## config.mk

```make
export PLATFORM = sky130hd
export DESIGN_NAME = rppc_pixel_math
export DESIGN_NICKNAME = d
export VERILOG_FILES = /design/src/rppc_pkg.sv /design/src/rppc_pixel_math.sv
export SDC_FILE = /design/constraint.sdc
export NUM_CORES = 1
export LEC_CHECK = 0
export BUFFER_PORTS_ARGS = -buffer_cell sky130_fd_sc_hd__buf_2
export CAP_MARGIN = 20
export CORE_UTILIZATION = 40
export DETAILED_ROUTE_END_ITERATION = 8
export MAX_ROUTING_LAYER = met4
export PLACE_DENSITY_LB_ADDON = 0.08
export REMOVE_ABC_BUFFERS = 1
export SYNTH_ARGS = -nofsm -noshare
export SYNTH_HDL_FRONTEND = slang
export SYNTH_SLANG_ARGS = --single-unit
```

## constraint.sdc

```tcl
create_clock -name vclk -period 10.5
set_input_delay 0.525 -clock vclk [all_inputs]
set_output_delay 0.525 -clock vclk [all_outputs]
set_load 0.02 [all_outputs]
```

## src/rppc_pkg.sv

```systemverilog
// Shared types, register codes and arithmetic helpers for the row predictive pixel coder.
// No dependencies; every other file in src imports this package.
package rppc_pkg;

   localparam int CSR_INDEX_BITS = 1;
   localparam int CSR_DATA_BITS  = 13;
   localparam logic [CSR_DATA_BITS-1:0] IMAGE_WIDTH_RESET = 13'd4096;

   // XOR with this converts an offset-binary byte to two's complement and back
   localparam logic [7:0] SIGN_FLIP = 8'h80;

   typedef enum logic [CSR_INDEX_BITS-1:0] {
      CSR_DECODE_MODE = 1'b0,
      CSR_IMAGE_WIDTH = 1'b1
   } csr_index_type;

   typedef struct packed {
      logic       start_of_image;
      logic [7:0] in_byte_a;
      logic [7:0] in_byte_b;
      logic [7:0] in_byte_c;
   } req_item_type;

   typedef struct packed {
      logic [7:0] out_byte_a;
      logic [7:0] out_byte_b;
      logic [7:0] out_byte_c;
   } rsp_item_type;

   // One stored column of the previous row: Y, U-Y, V-Y
   typedef struct packed {
      logic signed [8:0] y;
      logic signed [8:0] uy;
      logic signed [8:0] vy;
   } line_entry_type;

   // Which neighbors of the current pixel lie inside the image
   typedef struct packed {
      logic nw_ok;
      logic n_ok;
      logic ne_ok;
   } nbr_ok_type;

   // (2N + NW + NE + 2) >> 2 with floor rounding
   function automatic logic signed [9:0] pred3(input logic signed [8:0] nw,
                                               input logic signed [8:0] n,
                                               input logic signed [8:0] ne);
      logic signed [11:0] sum;
      sum = (12'(n) <<< 1) + 12'(nw) + 12'(ne) + 12'sd2;
      return 10'(sum >>> 2);
   endfunction

   function automatic logic signed [7:0] clamp8(input logic signed [10:0] v);
      logic signed [7:0] res;
      if (v < -11'sd128) begin
         res = -8'sd128;
      end else if (v > 11'sd127) begin
         res = 8'sd127;
      end else begin
         res = v[7:0];
      end
      return res;
   endfunction

endpackage

```

## src/rppc_pixel_math.sv

```systemverilog
// Per-pixel prediction, clamping and residual / reconstruction arithmetic.
// Purely combinational; depends on rppc_pkg.
module rppc_pixel_math (
   input  logic                     decode_mode,
   input  rppc_pkg::req_item_type   item,
   input  rppc_pkg::line_entry_type nw,
   input  rppc_pkg::line_entry_type n,
   input  rppc_pkg::line_entry_type ne,
   output rppc_pkg::rsp_item_type   result,
   output rppc_pkg::line_entry_type cur
);
   import rppc_pkg::*;

   logic signed [9:0] yp, up, vp;
   logic signed [7:0] y, u, v;
   logic signed [7:0] up_c, vp_c;

   assign yp = pred3(nw.y,  n.y,  ne.y);
   assign up = pred3(nw.uy, n.uy, ne.uy);
   assign vp = pred3(nw.vy, n.vy, ne.vy);

   // decode: Y wraps to 8 bits after adding its prediction
   assign y = decode_mode ? 8'(item.in_byte_a + yp[7:0]) : 8'(item.in_byte_b ^ SIGN_FLIP);

   // chroma prediction is relative to this pixel's Y
   assign up_c = clamp8(11'(up) + 11'(y));
   assign vp_c = clamp8(11'(vp) + 11'(y));

   assign u = decode_mode ? 8'(item.in_byte_b + up_c) : 8'(item.in_byte_c ^ SIGN_FLIP);
   assign v = decode_mode ? 8'(item.in_byte_c + vp_c) : 8'(item.in_byte_a ^ SIGN_FLIP);

   always_comb begin
      if (decode_mode) begin
         result.out_byte_a = v ^ SIGN_FLIP;
         result.out_byte_b = y ^ SIGN_FLIP;
         result.out_byte_c = u ^ SIGN_FLIP;
      end else begin
         result.out_byte_a = 8'(y - yp[7:0]);
         result.out_byte_b = 8'(u - up_c);
         result.out_byte_c = 8'(v - vp_c);
      end
   end

   assign cur.y  = 9'(y);
   assign cur.uy = 9'(u) - 9'(y);
   assign cur.vy = 9'(v) - 9'(y);

endmodule

```

# Yosys cells after proc, flatten, opt, wreduce, memory -nomap -nowiden
# Cells that the tools add are included.
[word_totals]
register_bits = 0
latch_bits = 0
ramBits = 0
rom_bits = 0
inputBits = 107
out_inout_bits = 51
mem_count = 0
[classes]
n_addsub = 19
n_mul = 0
div = 0
n_lt_le_gt_ge = 4
n_eq_ne = 0
n_shift = 0
n_mux = 8
n_bitwise = 6
reduce_logical = 0
[ops]
columns = ["op", "n"]
rows = [
  ["$mux 8", 7],
  ["$add 11x9->12", 2],
  ["$add 12x3->12 const B", 2],
  ["$add 8x8->8", 3],
  ["$mux 24", 1],
  ["$sub 8x8->8", 3],
  ["$add 10x8->11", 2],
  ["$add 10x9->11", 2],
  ["$gt 11x8->1 const B", 2],
  ["$lt 11x8->1 const B", 2],
  ["$add 10x9->10", 2],
  ["$sub 8x8->9", 2],
  ["$add 10x3->10 const B", 1],
  ["$not 1->1", 6],
]

# Depth between registers and ports, before layout
[depth]
depth_word = 13
depth_mapped = 43
ltp_nobuf = 42

# Worst setup path after synthesis
# OpenSTA, ideal clock, no wires.
[synth_timing]
path_kind = "in2out"
from = "in nw[20] (netlist name)"
to = "out result[15] (netlist name)"
arrival_ns = 8.577
path_slack_ns = 1.398
path_stages = 39
n_path_buf = 1
cell_sequence = "fa_1 > ha_1 > o21ai_1 > nor2_1 > or2_2 > a21oi_1 > inv_1 > a21oi_1 > xnor2_1 > ha_1 > a21oi_1 > a311oi_1 > or4_1 > mux2i_4 > nor2_8 > inv_1 > ha_1 > nor2b_1 > (+3 left out) > and4bb_1 > a21oi_2 > buf_4 > a21o_1 > ha_1 > fa_1 > nand2_1 > o21ai_0 > ha_1 > a21o_1 > a21o_1 > a21o_1 > a21o_1 > a21o_1 > a21oi_1 > xnor2_1 > xnor2_1 > o21ai_0"
[synth_lines]
columns = ["element", "line_no", "text"]
rows = [
  ["start, declared", "rppc_pixel_math.sv:6", "input rppc_pkg::line_entry_type nw,"],
  ["end, declared", "rppc_pixel_math.sv:9", "output rppc_pkg::rsp_item_type result,"],
]

==> results.sh <==
export IMPL_critPathLaunchType="input port"
export IMPL_worstSetupPathType="input port to primary output"
export IMPL_start_util_pct=41.49
export IMPL_dieArea_mm2=0.01432
export IMPL_tns_ns=0
export IMPL_critPathMostFrequentCell="a21o_1"
export IMPL_antenna_cells=0
export IMPL_area_delta_synth_final_pct=17.96
export IMPL_yosysSeqAreaShare_pct=0
export IMPL_antenna_found_initial=0
export IMPL_grt_max_degree=47
export IMPL_io_pins=158
export IMPL_max_freq_ghz=0.1022
export IMPL_tightest_slew_ns=0.9880
export IMPL_rsz0062_at_grt="false"
export IMPL_netlist_area_mm2=0.005538
export IMPL_die_x_um=119.7
export IMPL_synth_cell_type_count=66
export IMPL_syn_area_per_cell_um2=7.945
export IMPL_status="finished, final reports clean"
export IMPL_seq_cells=0
export IMPL_vias=5424
export IMPL_place_port_buffers=157
export IMPL_wire_per_inst_um=14.64
export IMPL_layout_common_cells="buf_2, ha_1, inv_1"
export IMPL_ctsHoldBuffers=0
export IMPL_fp_dieH_um=119.7
export IMPL_dp_hpwl_um=13460
export IMPL_mostFrequentLayoutCell="buf_2"
export IMPL_nNetsFinal=1103
export IMPL_synthCells=697
export IMPL_route_detailed_drc=0
export IMPL_synth_top_area_share_pct=25.08
export IMPL_max_stage_delay_ns=0.48
export IMPL_coreArea_mm2=0.01335
export IMPL_synth_top_cells_by_area="ha_1, fa_1, xnor2_1, a21o_1, a21oi_1"
export IMPL_timing_final_crit_share_pct=93.20
export IMPL_slew_violations=0
export IMPL_crit_arrival_ns=9.26
export IMPL_fin_crit_ns=9.786
export IMPL_cts_resized=0
export IMPL_finish_utilization_pct=48.94
export IMPL_nClkBuffers=0
export IMPL_grt_pass1_vias=5361
export IMPL_crit_path_end_kind="primary output"
export IMPL_relSlewSlack_pct=33.44
export IMPL_drtIter0Drc=195
export IMPL_fill_cells=1382
export IMPL_dr_pass1_iters=4
export IMPL_antenna_left=0
export IMPL_yosysWarnings=0
export IMPL_hold_path_class="input port to primary output"
export IMPL_maxCapViolations=0
export IMPL_num_rows=42
export IMPL_seq_area_um2=0
export IMPL_routed_wl_um=15020
export IMPL_critPathRequiredTime_ns=9.98
export IMPL_grt_pass1_wl_um=24850
export IMPL_cp_max_fo=4
export IMPL_drive_gt1_share_pct=22.71
export IMPL_grt_usage_pct=21.60
export IMPL_cp_slowest_cell="fa_1"
export IMPL_gp_congestion=0.8641
export IMPL_finalSetupViolCount=0
export IMPL_grt_overflow_total=0
export IMPL_via_per_inst=5.287
export IMPL_hold_violations=0
export IMPL_synth_largest_area_cell="ha_1"
-- cell type report --
cell class / count / area (µm²) / area share, %
multi-input combinational: 616 / 5204 / 79.66
timing repair buffer: 166 / 853.3 / 13.06
inverter: 68 / 255.2 / 3.907
tap: 176 / 220.2 / 3.371
-- routing by layer --
| layer | vias to the layer above | share of wire [%] | track usage (%) |
|---|---|---|---|
| met3 | 10 | 3.2 | 0.2852 |
| li1 | 2801 | - | - |
| met5 | - | 0 | - |
| met1 | 2510 | 49 | 29.40 |
| met4 | 0 | 0.57 | 1.484 |
| met2 | 103 | 47 | 37.46 |
-- final timing paths --
kind,startpoint,endpoint,slack [ns],cells past startpoint
worst min-delay path,item[8],result[0],1.55,5
worst max-delay path,nw[20],result[7],0.71,39
-- what timing repair did --
item	CTS	global route
endpoints found under the hold margin	0	0
setup buffers	0	2
endpoints found under the setup margin	0	1
-- synth_stat cells (15+ instances only) --
master,count
inv_1,68
fa_1,33
o21ai_0,53
a21oi_1,67
nand2_1,29
nor3_1,15
a21o_1,54
ha_1,111
xor2_1,22
nor2_1,39
xnor2_1,66
-- cell families after synthesis --
family | Yosys count | share of synthesized area [%]
compound gates | 242 | 28.51
xor+xnor | 89 | 14.21
fa+ha+maj | 144 | 37.01
buf+inv | 81 | 6.032
mux | 9 | 1.943
simple gates | 132 | 12.29
-- critical path: cells and delay by family --
family | cells | cell delay (ns)
AOI/OAI and AO/OA | 17 | 3.67
adders and majority gates | 7 | 2.42
and+or+nand+nor | 5 | 1.00
xor gates and xnor gates | 5 | 0.72
buffers and inverters | 4 | 0.57
muxes | 1 | 0.34
-- per-stage QoR --
stage / hold WS [ns] / setup WS, ns / instances / instance area (µm²)
floorplan: 1.179 / 1.414 / 684 / 5459
global placement: 1.546 / 0.7985 / 1024 / 6518
detailed placement: 1.551 / 0.7365 / 1024 / 6518
CTS: 1.552 / 0.6873 / 1024 / 6518
global route: 1.576 / 0.01115 / 1026 / 6533
finish: 1.553 / 0.7135 / 1026 / 6533
Power is not shown: default switching activity piles up to over one toggle a cycle in this logic, so the estimate is an artifact.
