[src/rppc_pkg.sv]
// Shared types, register codes and arithmetic helpers for the row predictive pixel coder.
// No dependencies; every other file in src imports this package.
package rppc_pkg;

   localparam int CSR_INDEX_BITS = 1;
   localparam int CSR_DATA_BITS  = 13;
   localparam logic [CSR_DATA_BITS-1:0] IMAGE_WIDTH_RESET = 13'd4096;

   // XOR with this converts an offset-binary byte to two's complement and back
   localparam logic [7:0] SIGN_FLIP = 8'h80;

   typedef enum logic [CSR_INDEX_BITS-1:0] {
      CSR_DECODE_MODE = 1'b0,
      CSR_IMAGE_WIDTH = 1'b1
   } csr_index_type;

   typedef struct packed {
      logic       start_of_image;
      logic [7:0] in_byte_a;
      logic [7:0] in_byte_b;
      logic [7:0] in_byte_c;
   } req_item_type;

   typedef struct packed {
      logic [7:0] out_byte_a;
      logic [7:0] out_byte_b;
      logic [7:0] out_byte_c;
   } rsp_item_type;

   // One stored column of the previous row: Y, U-Y, V-Y
   typedef struct packed {
      logic signed [8:0] y;
      logic signed [8:0] uy;
      logic signed [8:0] vy;
   } line_entry_type;

   // Which neighbors of the current pixel lie inside the image
   typedef struct packed {
      logic nw_ok;
      logic n_ok;
      logic ne_ok;
   } nbr_ok_type;

   // (2N + NW + NE + 2) >> 2 with floor rounding
   function automatic logic signed [9:0] pred3(input logic signed [8:0] nw,
                                               input logic signed [8:0] n,
                                               input logic signed [8:0] ne);
      logic signed [11:0] sum;
      sum = (12'(n) <<< 1) + 12'(nw) + 12'(ne) + 12'sd2;
      return 10'(sum >>> 2);
   endfunction

   function automatic logic signed [7:0] clamp8(input logic signed [10:0] v);
      logic signed [7:0] res;
      if (v < -11'sd128) begin
         res = -8'sd128;
      end else if (v > 11'sd127) begin
         res = 8'sd127;
      end else begin
         res = v[7:0];
      end
      return res;
   endfunction

endpackage

[src/rppc_scan_ctrl.sv]
// Raster position tracking: column counter, first-row flag, line-store addresses.
// Depends on rppc_pkg.
module rppc_scan_ctrl #(
   parameter int MAX_WIDTH = 4096,
   parameter int CW        = 12
) (
   input  logic                               clock,
   input  logic                               reset,
   input  logic                               accept,
   input  logic                               start_of_image,
   input  logic [rppc_pkg::CSR_DATA_BITS-1:0] image_width,
   output logic [CW-1:0]                      addr_n,
   output logic [CW-1:0]                      addr_ne,
   output rppc_pkg::nbr_ok_type               nbr_ok
);
   import rppc_pkg::*;

   localparam int WB = (CW + 1 > CSR_DATA_BITS) ? CW + 1 : CSR_DATA_BITS;

   logic [CW-1:0] column_ff, column_in;
   logic          first_row_ff, first_row_in;

   logic [WB-1:0] width_ext, max_ext, eff_width, c_plus;
   logic [CW-1:0] col;
   logic          row_first, wrap;

   assign width_ext = WB'(image_width);
   assign max_ext   = WB'(MAX_WIDTH);

   always_comb begin
      // zero acts as one, oversize acts as the store depth
      if (width_ext == '0) begin
         eff_width = WB'(1);
      end else if (width_ext > max_ext) begin
         eff_width = max_ext;
      end else begin
         eff_width = width_ext;
      end
   end

   always_comb begin
      priority if (start_of_image) begin
         col       = '0;
         row_first = 1'b1;
      end else if (WB'(column_ff) >= eff_width) begin
         // width shrunk mid-row: begin a new row
         col       = '0;
         row_first = 1'b0;
      end else begin
         col       = column_ff;
         row_first = first_row_ff;
      end
   end

   assign c_plus = WB'(col) + WB'(1);
   assign wrap   = (c_plus >= eff_width);

   assign column_in    = wrap ? '0 : c_plus[CW-1:0];
   assign first_row_in = wrap ? 1'b0 : row_first;

   assign addr_n       = col;
   assign addr_ne      = c_plus[CW-1:0];
   assign nbr_ok.n_ok  = !row_first;
   assign nbr_ok.nw_ok = !row_first && (col != '0);
   assign nbr_ok.ne_ok = !row_first && !wrap;

   always_ff @(posedge clock) begin
      if (reset) begin
         column_ff    <= '0;
         first_row_ff <= 1'b1;
      end else if (accept) begin
         column_ff    <= column_in;
         first_row_ff <= first_row_in;
      end
   end

endmodule

[config.mk]
export PLATFORM = sky130hd
export DESIGN_NAME = rppc_scan_ctrl
export DESIGN_NICKNAME = d
export VERILOG_FILES = /design/src/rppc_pkg.sv /design/src/rppc_scan_ctrl.sv
export SDC_FILE = /design/constraint.sdc
export NUM_CORES = 1
export LEC_CHECK = 0
export BUFFER_PORTS_ARGS = -buffer_cell sky130_fd_sc_hd__buf_4
export CAP_MARGIN = 20
export CORE_MARGIN = 3
export CORE_UTILIZATION = 58
export DETAILED_ROUTE_END_ITERATION = 7
export HOLD_SLACK_MARGIN = 0.08
export PLACE_DENSITY = 0.86
export SYNTH_ARGS = -nofsm -noshare
export SYNTH_HDL_FRONTEND = slang
export SYNTH_SLANG_ARGS = --single-unit
export TNS_END_PERCENT = 1
[constraint.sdc]
create_clock -name clock -period 9.1 [get_ports clock]
set_clock_uncertainty 0.2 [all_clocks]
set_input_delay 0 -clock clock [delete_from_list [all_inputs] [get_ports clock]]
set_output_delay 0 -clock clock [all_outputs]
set_load 0.01 [all_outputs]
-- Yosys cells after proc, flatten, opt, wreduce, memory -nomap -nowiden
Index checks and enable logic that the tools add are counted.
- mux-type cells: 8
- reduce and logical (&&, ||, !) cells: 6
- $add $sub $neg: 1
- order comparisons: 3
- operator list (cell ; number):
    $mux 12 ; 3
    $mux 13 ; 2
    $add 12x1->13 const B ; 1
    $ge 12x13->1 ; 1
    $ge 13x13->1 ; 1
    $gt 13x13->1 const B ; 1
    $logic_not 13->1 ; 1
    $reduce_bool 12->1 ; 1
    $mux 1 ; 3
    $logic_and 1x1->1 ; 2
    $logic_not 1->1 ; 2
- input port bits: 17
- output and inout port bits: 27
- logic and storage cells: 20
- flip-flop bits (word level): 13

-- Longest topological paths before layout
Gate-level depths: netlist of run 1.
- depth after elaboration: 10
- gate-level depth with buffers: 27
- mapped depth without buffers: 25

-- Worst setup path after synthesis of run 1
OpenSTA, ideal clock, no wires.
- path type: input port to flip-flop
- from: in image_width[12] in the netlist's numbering
- to: reg column_ff[11]
- setup time: 0.074 ns
- arrival: 4.845 ns
- setup slack: 3.981 ns
- buffers on the path: 3
- stages: 26
- required time: 8.826 ns
- cell sequence: inv_1 -> clkbuf_1 -> nand2_1 -> ha_1 -> a21oi_1 -> nor2_1 -> a211oi_1 -> o21ai_0 -> or2_2 -> buf_2 -> nor2_2 -> ha_1 -> nand4b_1 -> nor2_1 -> nand3_1 -> xor2_1 -> nor2_1 -> ha_1 -> and2_4 -> a221o_1 -> a21oi_1 -> o21a_2 -> nor3b_4 -> buf_6 -> nand3b_1 -> a31oi_1
- word-level cells in the longest chain between the ends: 9
- elaborated cells between the ends (all ways): 10
- ends and longest elaborated chain (element ; line ; RTL):
    from (decl) ; rppc_scan_ctrl.sv:11 ; input logic [rppc_pkg::CSR_DATA_BITS-1:0] image_width,
    $gt 13x13->1 ; rppc_scan_ctrl.sv:34 ; end else if (width_ext > max_ext) begin
    $mux 13 ; rppc_scan_ctrl.sv:34 ;
    $mux 13 * ; rppc_scan_ctrl.sv:32 ; if (width_ext == '0) begin
    $ge 12x13->1 * ; rppc_scan_ctrl.sv:45 ; end else if (WB'(column_ff) >= eff_width) begin
    $mux 12 * ; rppc_scan_ctrl.sv:45 ;
    $mux 12 * ; rppc_scan_ctrl.sv:42 ; priority if (start_of_image) begin
    net addr_n[0] ; rppc_scan_ctrl.sv:12 ; output logic [CW-1:0] addr_n,
    $add 12x1->13 * ; rppc_scan_ctrl.sv:55 ; assign c_plus = WB'(col) + WB'(1);
    net addr_ne[8] ; rppc_scan_ctrl.sv:13 ; output logic [CW-1:0] addr_ne,
    $ge 13x13->1 * ; rppc_scan_ctrl.sv:56 ; assign wrap = (c_plus >= eff_width);
    $mux 12 * ; rppc_scan_ctrl.sv:58 ; assign column_in = wrap ? '0 : c_plus[CW-1:0];
    to (signal assigned) ; rppc_scan_ctrl.sv:72 ; column_ff <= column_in;
    to (decl) ; rppc_scan_ctrl.sv:20 ; logic [CW-1:0] column_ff, column_in;
The timed path passes the listed nets; every way through them passes the cells marked *.
A chain may end at the register's enable or synchronous reset.

-- Final worst setup path of run 1
- from: reg column_ff[8]
- to: reg column_ff[10]
- word-level cells in the longest chain between the ends: 6
- ends and longest elaborated chain (element ; line):
    $ge 12x13->1 ; rppc_scan_ctrl.sv:45
    $mux 12 * ; rppc_scan_ctrl.sv:45
    $mux 12 * ; rppc_scan_ctrl.sv:42
    $add 12x1->13 * ; rppc_scan_ctrl.sv:55
    $ge 13x13->1 ; rppc_scan_ctrl.sv:56
    $mux 12 * ; rppc_scan_ctrl.sv:58
Mark *: on every way between the ends. The rest lies on a longest branch, timed or not.

==> out/qor.csv, run 1 <==
stage;metric;value;unit
global_routing;grt_pass1_vias;1732;
pwr;ir_drop;0.123;mV
pwr;p_leak;0.961;nW
cells_and_area;layout.nets;313;
synthesis;syn_inst;227;
global_routing;grtUsageTotal;29.3;%
cells_and_area;fin_cells;298;
sta;finalCritPeriodShare;64.0;%
status;status;finished, final reports clean;
routing;viasPerCell;5.94;
sta;max_slew_margin;57.6;%
sta;holdWs;0.294;ns
clocking;clk_latency;0.28;ns
clocking;cts_tree;yes;
cells_and_area;final_common_cell;buf_4;
routing;wl;4790;um
global_routing;gr-total-overflow;0;
synthesis;ys.flop_type;dfxtp_1;
worst_setup_path;crit_family;simple AND/OR/NAND/NOR gates;
routing;remaining_drc_errors;0;
pwr;cellPowerDensity;63.3;mW/mm2
synthesis;syn-num-nets;271;
clocking;htree_levels;1;
worst_setup_path;cpMostUsedCell;nor2_1;
placement;placedCellCount;290;
clocking;ctsLongestPathBuffers;2;
worst_setup_path;crit_path_cell_trace;ha_1 -> nand2_1 -> nor2_1 -> a211oi_1 -> o21ai_0 -> nor2_1 -> nand2_1 -> inv_1 -> ha_1 -> nand4b_1 -> nor2_1 -> nand3_1 -> xor2_1 -> nor2_1 -> ha_1 -> and2_4 -> a221o_1 -> a21oi_1 -> o21a_2 -> nor3b_4 -> nand4b_1 -> a31oi_1;
flow_run;drv_cap;0;
worst_setup_path;crit_slowest_cell;nor2_1;
hold_path;hold_path.class;register to register;
cells_and_area;area_growth;21.4;%
cells_and_area;multiInputGateArea;0.00134;mm2
sta;rsz0062_at_grt;false;
sta;finalHoldViolations;0;
sta;drv_slew;0;
clocking;clk_pin_slew_worst_paths;0.09;ns
global_routing;grt_pass1_wl;8020;um
placement;dp_hpwl;3630;um
floorplanning;design.die.area;0.00361;mm2
floorplanning;core_area;0.00264;mm2
synthesis;synth_edf_count;0;
routing;first_iter_violations;126;
synthesis;ys_ff_latch;13;
sta;tns;0;ns
worst_setup_path;worstSetupEndpointType;register;
worst_setup_path;startpoint_type;register;
worst_setup_path;crit_required;9.11;ns
synthesis;ys_seq_area_share;15.4;%
cells_and_area;drive_above_1_share;21.6;%
cells_and_area;nFillCells;215;
cells_and_area;antenna_cells;0;
worst_setup_path;cp_max_fo;14;
synthesis;yosysWarnings;0;
clocking;clock_sinks;13;
cells_and_area;layout.area.seq;260;um2
worst_setup_path;slowest_delay;0.55;ns
placement;gp_congestion;0.913;
sta;max_freq;0.172;GHz
clocking;root_buffer;clkbuf_4;
routing;ant_nets;0;
routing;wl_per_cell;16.1;um
worst_setup_path;path_buf_inv;1;
floorplanning;start_util;64.3;%
global_routing;antenna_found_initial;0;
synthesis;netlist_area;0.00170;mm2
synthesis;async_flop_share;0;%
routing;drt_first_pass_iters;4;
cells_and_area;final_cell_mix;buf_4 (43), ha_1 (27), nand2_1 (25);
floorplanning;num_rows;18;
sta;finalSetupViolCount;0;
synthesis;synth_area_per_cell;7.47;um2
global_routing;grt_max_degree;27;
clocking;ctsResizeCount;0;
sta;worstMarginPinSlew;0.634;ns
worst_setup_path;arrival;5.83;ns
placement;portBuffers;43;
synthesis;synth.distinct_cells;47;
floorplanning;die_y;60.1;um
floorplanning;dieWidth;60.1;um
routing;num_vias;1771;
sta;finalCriticalPeriod;5.82;ns
clocking;cts_inserted_buffers;3;
worst_setup_path;critPathKind;register to register;
floorplanning;ios;44;
where the power goes:
part / total (W) / switching [W] / internal [W]
Combinational: 0.0000354 / 0.0000199 / 0.0000155
Sequential: 0.0000579 / 0.000000526 / 0.0000574
Clock: 0.0000369 / 0.0000199 / 0.0000170
Total: 0.000130 / 0.0000403 / 0.0000900
kinds of logic (layout without fill, tap and decap cells):
logic type / count (synthesis) / count (layout) / share of synthesized area [%]
compound gates: 46 / 46 / 16.1
xor+xnor: 9 / 9 / 4.65
fa+ha+maj: 27 / 27 / 19.9
buf+inv: 18 / 59 / 5.53
flops: 13 / 13 / 15.4
simple gates: 114 / 114 / 38.5
worst register-to-register path, delay by kind of cell, from the launching register on:
family          cells  cell delay, ns
simple gates       11            2.51
buf+inv             1            0.11
xor+xnor            1            0.18
fa+ha+maj           3            0.79
compound gates      6            1.44
flops               1            0.51
state kept, by name, summed over array words and instances, names as in the netlist:
signal,flops
first_row_ff,1
column_ff,12
stage by stage:
step	total power [W]	area, um2	worst slack [ns]	utilization (%)
2_1_floorplan	0.0000811	1700	3.98	-
3_3_place_gp	0.0000919	1990	3.51	75.6
3_5_place_dp	0.0000925	1990	3.34	75.6
4_1_cts	0.000129	2060	3.44	78.1
5_1_grt	0.000137	2060	2.73	78.1
6_report	0.000130	2060	3.28	78.1
per-layer routing:
layer,global-route usage (%),vias to the layer above,share of wire [%]
met4,8.23,0,2.0
met1,35.7,811,43
met3,7.34,12,5.4
met5,0,-,0
li1,-,893,-
met2,50.6,55,49
worst paths after layout:
kind,startpoint,to,slack (ns),cells past startpoint
worst max register to register,column_ff[8],column_ff[10],3.28,22
worst min register to register,first_row_ff,first_row_ff,0.29,2
worst max-delay path,column_ff[8],column_ff[10],3.28,22
worst min-delay path,first_row_ff,first_row_ff,0.29,2
synth_stat cells, types with 3 or more instances:
library cell  count  area (um2)
nand4_1           3        18.8
buf_2             3        15.0
nor3b_1           5        37.5
o21ai_0          13        65.1
a21oi_1          14        70.1
a31oi_1           9        56.3
clkbuf_1          4        15.0
nand2_1          25        93.8
nand2b_1         10        62.6
dfxtp_1          13         260
xor2_1            4        35.0
ha_1             27         338
nand3_1           9        45.0
inv_1             8        30.0
nor2b_1           5        31.3
and3_1            3        18.8
xnor2_1           5        43.8
and2_1            9        56.3
nor2_1           19        71.3
nand4b_1          3        26.3
layout make-up:
cell class                 count  share of cell area [%]
clock buffer                   4                    1.28
tap                           30                    1.82
multi-input combinational    196                    65.2
sequential                    13                    12.6
inverter                       8                    1.46
timing repair buffer          47                    17.6
repair_timing:
| item | CTS | global route |
|---|---|---|
| hold buffers | 4 | 0 |
| buffers inserted | 0 | 0 |
| endpoints found under the hold margin | 13 | 0 |
Note: power is estimated with default switching activity, not from simulation.
==> run 2, diff against run 1 <==
--- a/config.mk
+++ b/config.mk
@@ -8,10 +8,10 @@
 export BUFFER_PORTS_ARGS = -buffer_cell sky130_fd_sc_hd__buf_4
 export CAP_MARGIN = 20
 export CORE_MARGIN = 3
-export CORE_UTILIZATION = 58
+export CORE_UTILIZATION = 48
 export DETAILED_ROUTE_END_ITERATION = 7
 export HOLD_SLACK_MARGIN = 0.08
-export PLACE_DENSITY = 0.86
+export PLACE_DENSITY = 0.76
 export SYNTH_ARGS = -nofsm -noshare
 export SYNTH_HDL_FRONTEND = slang
 export SYNTH_SLANG_ARGS = --single-unit
==> constraint.sdc (replaced) <==
create_clock -name clock -period 4.95 [get_ports clock]
set_clock_uncertainty 0.2 [all_clocks]
set_input_delay 0 -clock clock [delete_from_list [all_inputs] [get_ports clock]]
set_output_delay 0 -clock clock [all_outputs]
set_load 0.01 [all_outputs]
==> out/qor.csv, run 2 (synthesis results as in run 1) <==
stage;metric;value;unit
status;status;finished, final reports clean;
sta;finalSetupViolCount;0;
worst_setup_path;worstSetupEndpointType;register;
worst_setup_path;startpoint_type;register;
cells_and_area;final_cell_mix;buf_4 (62), nand2_1 (25), ha_1 (25);
pwr;ir_drop;0.104;mV
floorplanning;core_area;0.00320;mm2
sta;finalCritPeriodShare;95.6;%
floorplanning;die_y;65.4;um
routing;wl;4910;um
sta;finalCriticalPeriod;4.73;ns
cells_and_area;regMostFlops;column_ff;
placement;portBuffers;43;
worst_setup_path;cp_max_fo;6;
cells_and_area;drive_above_1_share;30.9;%
placement;gp_congestion;0.926;
pwr;p_leak;1.06;nW
routing;first_iter_violations;94;
clocking;cts_tree;yes;
routing;ant_nets;0;
cells_and_area;reg.largest.list;column_ff: 12 flops, first_row_ff: 1 flops;
placement;placed_cell_area;0.00212;mm2
cells_and_area;post-route-cell-area;0.00227;mm2
sta;holdWs;0.298;ns
cells_and_area;area_growth;34.2;%
floorplanning;design.die.area;0.00428;mm2
clocking;cts_inserted_buffers;3;
floorplanning;ios;44;
clocking;clock_sinks;13;
placement;dp_hpwl;3790;um
sta;worstMarginPinSlew;0.368;ns
routing;num_vias;1892;
clocking;clk_pin_slew_worst_paths;0.09;ns
clocking;clk_latency;0.29;ns
cells_and_area;final_core_util;71.0;%
pwr;cellPowerDensity;110;mW/mm2
hold_path;hold_path.class;input pin to register;
sta;drv_slew;0;
cells_and_area;final_common_cell;buf_4;
routing;drt_first_pass_iters;4;
cells_and_area;antenna_cells;0;
global_routing;grt_pass1_vias;1733;
sta;finalHoldViolations;0;
cells_and_area;largest_register_ffs;12;
clocking;ctsLongestPathBuffers;2;
floorplanning;start_util;52.9;%
routing;wl_per_cell;14.8;um
routing;viasPerCell;5.70;
worst_setup_path;crit_required;4.98;ns
clocking;htree_levels;1;
global_routing;antenna_found_initial;0;
global_routing;gr-total-overflow;0;
floorplanning;dieWidth;65.4;um
sta;max_slew_margin;75.4;%
global_routing;grtUsageTotal;22.9;%
routing;remaining_drc_errors;0;
cells_and_area;layout.nets;333;
global_routing;grt_max_degree;27;
worst_setup_path;arrival;4.76;ns
sta;max_freq;0.211;GHz
worst_setup_path;critPathKind;register to register;
pwr;power.total;0.000250;W
clocking;root_buffer;clkbuf_4;
floorplanning;num_rows;20;
flow_run;drv_cap;0;
cells_and_area;nFillCells;285;
global_routing;grt_pass1_wl;7780;um
## run 2: cell type report
| cell class | count | area, um2 | share of cell area, % |
|---|---|---|---|
| clock buffers | 4 | 26.3 | 1.16 |
| multi-input cells | 196 | 1380 | 60.7 |
| flip-flops and latches | 13 | 267 | 11.7 |
| inverters | 8 | 30.0 | 1.32 |
| well taps | 44 | 55.1 | 2.42 |
| repair buffers | 67 | 515 | 22.7 |
## run 2: what timing repair did
item,4_1_cts,5_1_grt
endpoints found under the hold margin,13,0
buffers inserted,0,4
resized for setup,0,13
setup endpoints to repair,0,11
hold buffers,5,0
## run 2: stage by stage
step,TNS (ns),worst slack (ns),instances
4_1_cts,0,0.127,328
3_3_place_gp,0,0.188,319
2_1_floorplan,0,0.0487,227
5_1_grt,-0.0741,-0.0741,332
3_5_place_dp,0,0.0922,319
6_report,0,0.218,332
## run 2: path summary, 6_finish.rpt
path / cells after the start / from / to / slack (ns)
worst min-delay path: 5 / image_width[12] / first_row_ff / 0.30
worst min register to register: 2 / first_row_ff / first_row_ff / 0.31
worst max register to register: 21 / column_ff[6] / column_ff[0] / 0.22
worst max-delay path: 21 / column_ff[6] / column_ff[0] / 0.22
## run 2: worst max-delay path: stages (launching register included)
cell	delay, ns
dfxtp_1	0.35
ha_1	0.31
a21oi_1	0.14
nor2_1	0.07
a211oi_2	0.21
o21ai_2	0.12
or2_2	0.31
nor2_2	0.12
ha_2	0.19
nand4b_1	0.14
nor2_2	0.17
nand3_2	0.12
xor2_1	0.21
nor2_2	0.06
ha_1	0.29
and2_4	0.15
a221o_1	0.31
a21oi_1	0.16
o21a_2	0.23
nand3_1	0.10
a21oi_1	0.15
dlygate4sd3_1	0.57
## run 2: power by group
group / switching [W] / internal (W) / leakage [nW]
Clock: 0.0000405 / 0.0000314 / 0.0150
Sequential: 0.00000106 / 0.000105 / 0.107
Combinational: 0.0000380 / 0.0000340 / 0.937
Total: 0.0000795 / 0.000170 / 1.06
## run 2: per-layer routing
layer	vias to the layer above	global-route usage (%)	wire [um]
li1	937	-	-
met1	884	31.6	2290
met2	64	38.3	2280
met3	7	1.71	280
met4	0	5.96	55
met5	-	0	0
